===== config.mk =====
export PLATFORM = sky130hd
export DESIGN_NAME = prrjq_cell
export DESIGN_NICKNAME = d
export VERILOG_FILES = /design/src/hdl/prrjq_pkg.sv /design/src/hdl/prrjq_cell.sv
export SDC_FILE = /design/constraint.sdc
export NUM_CORES = 1
export LEC_CHECK = 0
export ABC_AREA = 1
export BUFFER_PORTS_ARGS = -buffer_cell sky130_fd_sc_hd__buf_2
export CAP_MARGIN = 20
export CORE_UTILIZATION = 25
export CTS_CLUSTER_DIAMETER = 100
export DETAILED_ROUTE_END_ITERATION = 6
export GPL_TIMING_DRIVEN = 1
export PLACE_DENSITY = 0.66
export SYNTH_ARGS = -nofsm -noshare
export SYNTH_HDL_FRONTEND = slang
export SYNTH_SLANG_ARGS = --single-unit
export TNS_END_PERCENT = 10

===== constraint.sdc =====
create_clock -name i_clk -period 5.33 [get_ports i_clk]
set_input_delay 0.2665 -clock i_clk [delete_from_list [all_inputs] [get_ports i_clk]]
set_output_delay 0.2665 -clock i_clk [all_outputs]
set_load 0.01 [all_outputs]

===== src/hdl/prrjq_pkg.sv =====
// Package with the shared types and constants of the priority job queue.
`timescale 1ns / 1ps

package prrjq_pkg;

    localparam int DEPTH   = 128;
    localparam int CNT_W   = $clog2(DEPTH + 1);
    localparam int ID_W    = 10;
    localparam int TIME_W  = 8;
    localparam int PRIO_W  = 4;
    localparam int STAT_W  = 2;
    localparam int OCC_W   = 8;

    localparam logic [TIME_W-1:0] SLICE_RESET = 8'd25;

    localparam logic [STAT_W-1:0] STATUS_OK    = 2'd0;
    localparam logic [STAT_W-1:0] STATUS_FULL  = 2'd1;
    localparam logic [STAT_W-1:0] STATUS_EMPTY = 2'd2;

    localparam logic ACT_ADD      = 1'b0;
    localparam logic ACT_DISPATCH = 1'b1;

    typedef enum logic [1:0] {
        OP_HOLD,
        OP_INSERT,
        OP_POP
    } t_cell_op;

    typedef enum logic {
        ST_IDLE,
        ST_REINSERT
    } t_state;

    typedef struct packed {
        logic              valid;
        logic [ID_W-1:0]   id;
        logic [TIME_W-1:0] rem;
        logic [PRIO_W-1:0] prio;
    } t_entry;

    typedef struct packed {
        t_cell_op          op;
        logic [ID_W-1:0]   id;
        logic [TIME_W-1:0] rem;
        logic [PRIO_W-1:0] prio;
    } t_cmd;

endpackage


===== src/hdl/prrjq_cell.sv =====
// One slot of the sorted job chain: holds a job and trades it with its neighbors.
`timescale 1ns / 1ps

module prrjq_cell (
    input  logic             i_clk,
    input  logic             i_rst_n,
    input  prrjq_pkg::t_cmd   i_cmd,
    input  prrjq_pkg::t_entry i_left,
    input  logic             i_left_move,
    input  prrjq_pkg::t_entry i_right,
    output prrjq_pkg::t_entry o_entry,
    output logic             o_move
);

    prrjq_pkg::t_entry r_entry;
    prrjq_pkg::t_entry n_entry;

    // A cell gives way to a new job when it is empty or holds a strictly worse priority.
    assign o_move  = !r_entry.valid || (r_entry.prio > i_cmd.prio);
    assign o_entry = r_entry;

    always_comb begin
        n_entry = r_entry;
        case (i_cmd.op)
            prrjq_pkg::OP_POP: begin
                n_entry = i_right;
            end
            prrjq_pkg::OP_INSERT: begin
                if (o_move) begin
                    if (i_left_move) begin
                        n_entry = i_left;
                    end else begin
                        n_entry.valid = 1'b1;
                        n_entry.id    = i_cmd.id;
                        n_entry.rem   = i_cmd.rem;
                        n_entry.prio  = i_cmd.prio;
                    end
                end
            end
            default: begin
                n_entry = r_entry;
            end
        endcase
    end

    always_ff @(posedge i_clk) begin
        if (!i_rst_n) begin
            r_entry.valid <= 1'b0;
        end else begin
            r_entry.valid <= n_entry.valid;
        end
        r_entry.id   <= n_entry.id;
        r_entry.rem  <= n_entry.rem;
        r_entry.prio <= n_entry.prio;
    end

endmodule


==> summary.md <==
| Metric | Value |
|---|---|
| Top cell type's share of synthesized area | between 50% and 60% |
| Syn nets | between 200 and 250 |
| Met1 usage | between 10% and 20% |
| Routed Antenna Nets | 0 |
| Post-synthesis cell type count | 15 |
| Maximum vdd drop | ~0.094 mV |
| Placeable Area | 0.00488 mm² |
| Hold-fix buffers, CTS | 0 |
| Setup Skew | about 0.0089 ns |
| Slew @ Worst Pin | between 0.9 and 1 ns |
| Initial antenna violation count | 0 |
| Met3 GRT Util | 3.39% |
| Critical path required time | roughly 5.2 ns |
| Vias in the first global route | 1229 |
| Ports | 97 |
| Yosys warnings | 0 |
| Hold Path Class | in2reg |
| Total GRT Usage | 12.9% |
| Status | finished, final reports clean |
| Pwr Density | between 200 and 250 mW/mm² |
| Sequential element share of the synthesized area | between 50% and 60% |
| Setup ws final | between 3 and 4 ns |
| CP max stage delay | ~0.68 ns |
| Wirelength, routed | between 3000 and 4000 µm |
| Rows | 25 |
| Dpl hpwl | between 2000 and 3000 µm |
| Drt wl/cell | roughly 11 µm |
| CTS sink count | 23 |
| Inserted Clock Buffers | 3 |
| Cell with the largest stage delay on the worst path | nand2_1 |
| Postcts setup bufs | 0 |
| Total power | between 0.4 and 0.5 mW |
| Die area | 0.00551 mm² |
| Die height | approximately 74 µm |
| Setup TNS Final | 0 ns |
| Final Hold Fails | 0 |
| Setup violators final | 0 |
| Share of layout cells above drive strength 1 | roughly 40% |
| Pre-CTS setup slack | 3.12 ns |
| P_leak | ~0.94 nW |
| Starting Density | approximately a quarter |
| Clock slew seen by the registers of the worst setup and hold paths | 0.08 ns |
| ANT cells | 0 |
| Fmax | around 0.46 GHz |
| Largest register FFs | 23 |
| DR vias/cell | between 4 and 5 |
| Met2 Usage GRT | a little under a quarter |
| Setup CP Type | reg2reg |
| Cell area after layout | roughly 0.0019 mm² |
| Max clock buf depth | 2 |
| Grt total ovfl | 0 |
| Via count | roughly 1400 |
| Remaining DRCs | 0 |
| Layout area overhead | 43.6% |
| Slew HR | between 30% and 40% |
| Element type at the critical path end | flip-flop |
| Synth Instances | between 150 and 200 |
| Top cell by count, worst path | nand2_1 |
| Max-Cap Viols | 0 |
| Crit path cell chain | ha_1 > nand2_1 > inv_1 > nand2_1 > nand2_1 > nand2_1 > nand2_1 > nand2_1 > nand2_1 |
| First-pass GRT wire length | between 5000 and 6000 µm |
| RSZ-0062 raised after global routing | no |
| Gp weighted congestion | between 0.7 and 0.8 |
| Cts repair resizes | 0 |
| Cell Area, Placed | around 0.0018 mm² |
| Initial DRC count | 68 |
| Tcrit/Tclk final | between 40 and 50% |
| Fin. max-slew vios | 0 |
| Die span in x | 74.3 µm |
| Largest net degree at the start of global routing | 27 |
| Fin crit period | about 2.2 ns |
| GR peak layer | met2 |
| Yosys top cell by area | edfxtp_1 |
| Mapped cell area | ~0.0013 mm² |
| Synth area leaders | edfxtp_1 (51%), nand2_1 (11%), o21ai_0 (9.6%) |
| Worst-path maximum fanout | 22 |
| Crit start category | flip-flop |
| Syn avg cell area | ~8.3 µm² |
| Worst-Skew Late Latency | between 0.2 and 0.3 ns |
| Final nets | 328 |
| CTS H-tree lvls | 1 |
| CTS tree | done |
| Crit path DAT | between 2 and 2.5 ns |
| Port Buffers | 96 |
| Fillers | between 500 and 600 |
| First-pass DRT Iterations | 4 |
| Flop and latch count out of synthesis | 23 |
| Clock Tree Root | clkbuf_8 |
==> cell usage in the layout (no fill, tap or decap) <==
cell / n
a21oi_1: 1
buf_2: 96
clkbuf_1: 1
clkbuf_8: 3
dfxtp_1: 1
edfxtp_1: 22
ha_1: 4
inv_1: 12
inv_2: 1
nand2_1: 37
nand3_1: 3
nand3b_1: 1
nor2_1: 22
nor2_4: 1
o21ai_0: 25
o21ai_1: 20
==> where the power goes <==
part / switching [mW] / leakage (nW) / total [mW] / internal [mW]
clock network: 0.0528 / 0.0228 / 0.106 / 0.0533
logic: 0.0552 / 0.691 / 0.0994 / 0.0441
registers: 0.00442 / 0.222 / 0.223 / 0.218
total: 0.112 / 0.936 / 0.428 / 0.316
==> final timing paths <==
kind	start	end	slack, ns	cells past startpoint
setup / recovery	o_entry[3]	o_entry[14]	3.15	9
hold / removal	i_rst_n	o_entry[22]	0.27	5
setup reg to reg	o_entry[3]	o_entry[14]	3.15	9
hold reg to reg	o_entry[22]	o_entry[22]	0.61	4
==> metal layers <==
layer / part of all wire [%] / wire length [µm]
met5: 0 / 0
met2: 50 / 1770
met3: 6.4 / 227
met1: 43 / 1520
met4: 0.56 / 20
==> cell type report <==
class / instances / area (µm²) / area share [%]
sequential: 23 / 681 / 36.3
tap: 67 / 83.8 / 4.47
clock buffer: 4 / 45.0 / 2.40
timing repair buffer: 96 / 480 / 25.6
inverter: 13 / 48.8 / 2.60
multi-input combinational: 114 / 536 / 28.6
==> worst max-delay path: cells and delay by family (launching register included) <==
family                   cells  cell delay (ns)
adder cells (fa/ha/maj)      1             0.31
buffers and inverters        1             0.06
flip-flops                   1             0.42
AND/OR/NAND/NOR              7             1.01
==> Yosys cell counts, drive strengths merged <==
cell type / n
o21ai: 45
nand2: 37
nor2: 23
edfxtp: 22
inv: 13
buf: 6
ha: 4
nand3: 3
clkbuf: 2
a21oi: 1
dfxtp: 1
nand3b: 1
==> cell families after synthesis <==
family	after synthesis	synth area share, %
compound gates	46	17.6
flops	23	52.2
buf+inv	21	6.81
fa+ha+maj	4	3.84
simple gates	64	19.6
==> per-stage QoR <==
step	std cells	hold slack, ns	util (%)
global route	317	0.293	38.4
CTS	317	0.263	38.4
floorplan	158	0.443	-
detailed placement	313	0.546	37.5
global placement	313	0.536	37.5
finish	317	0.270	38.4
Power figures use the tool's default switching activity.
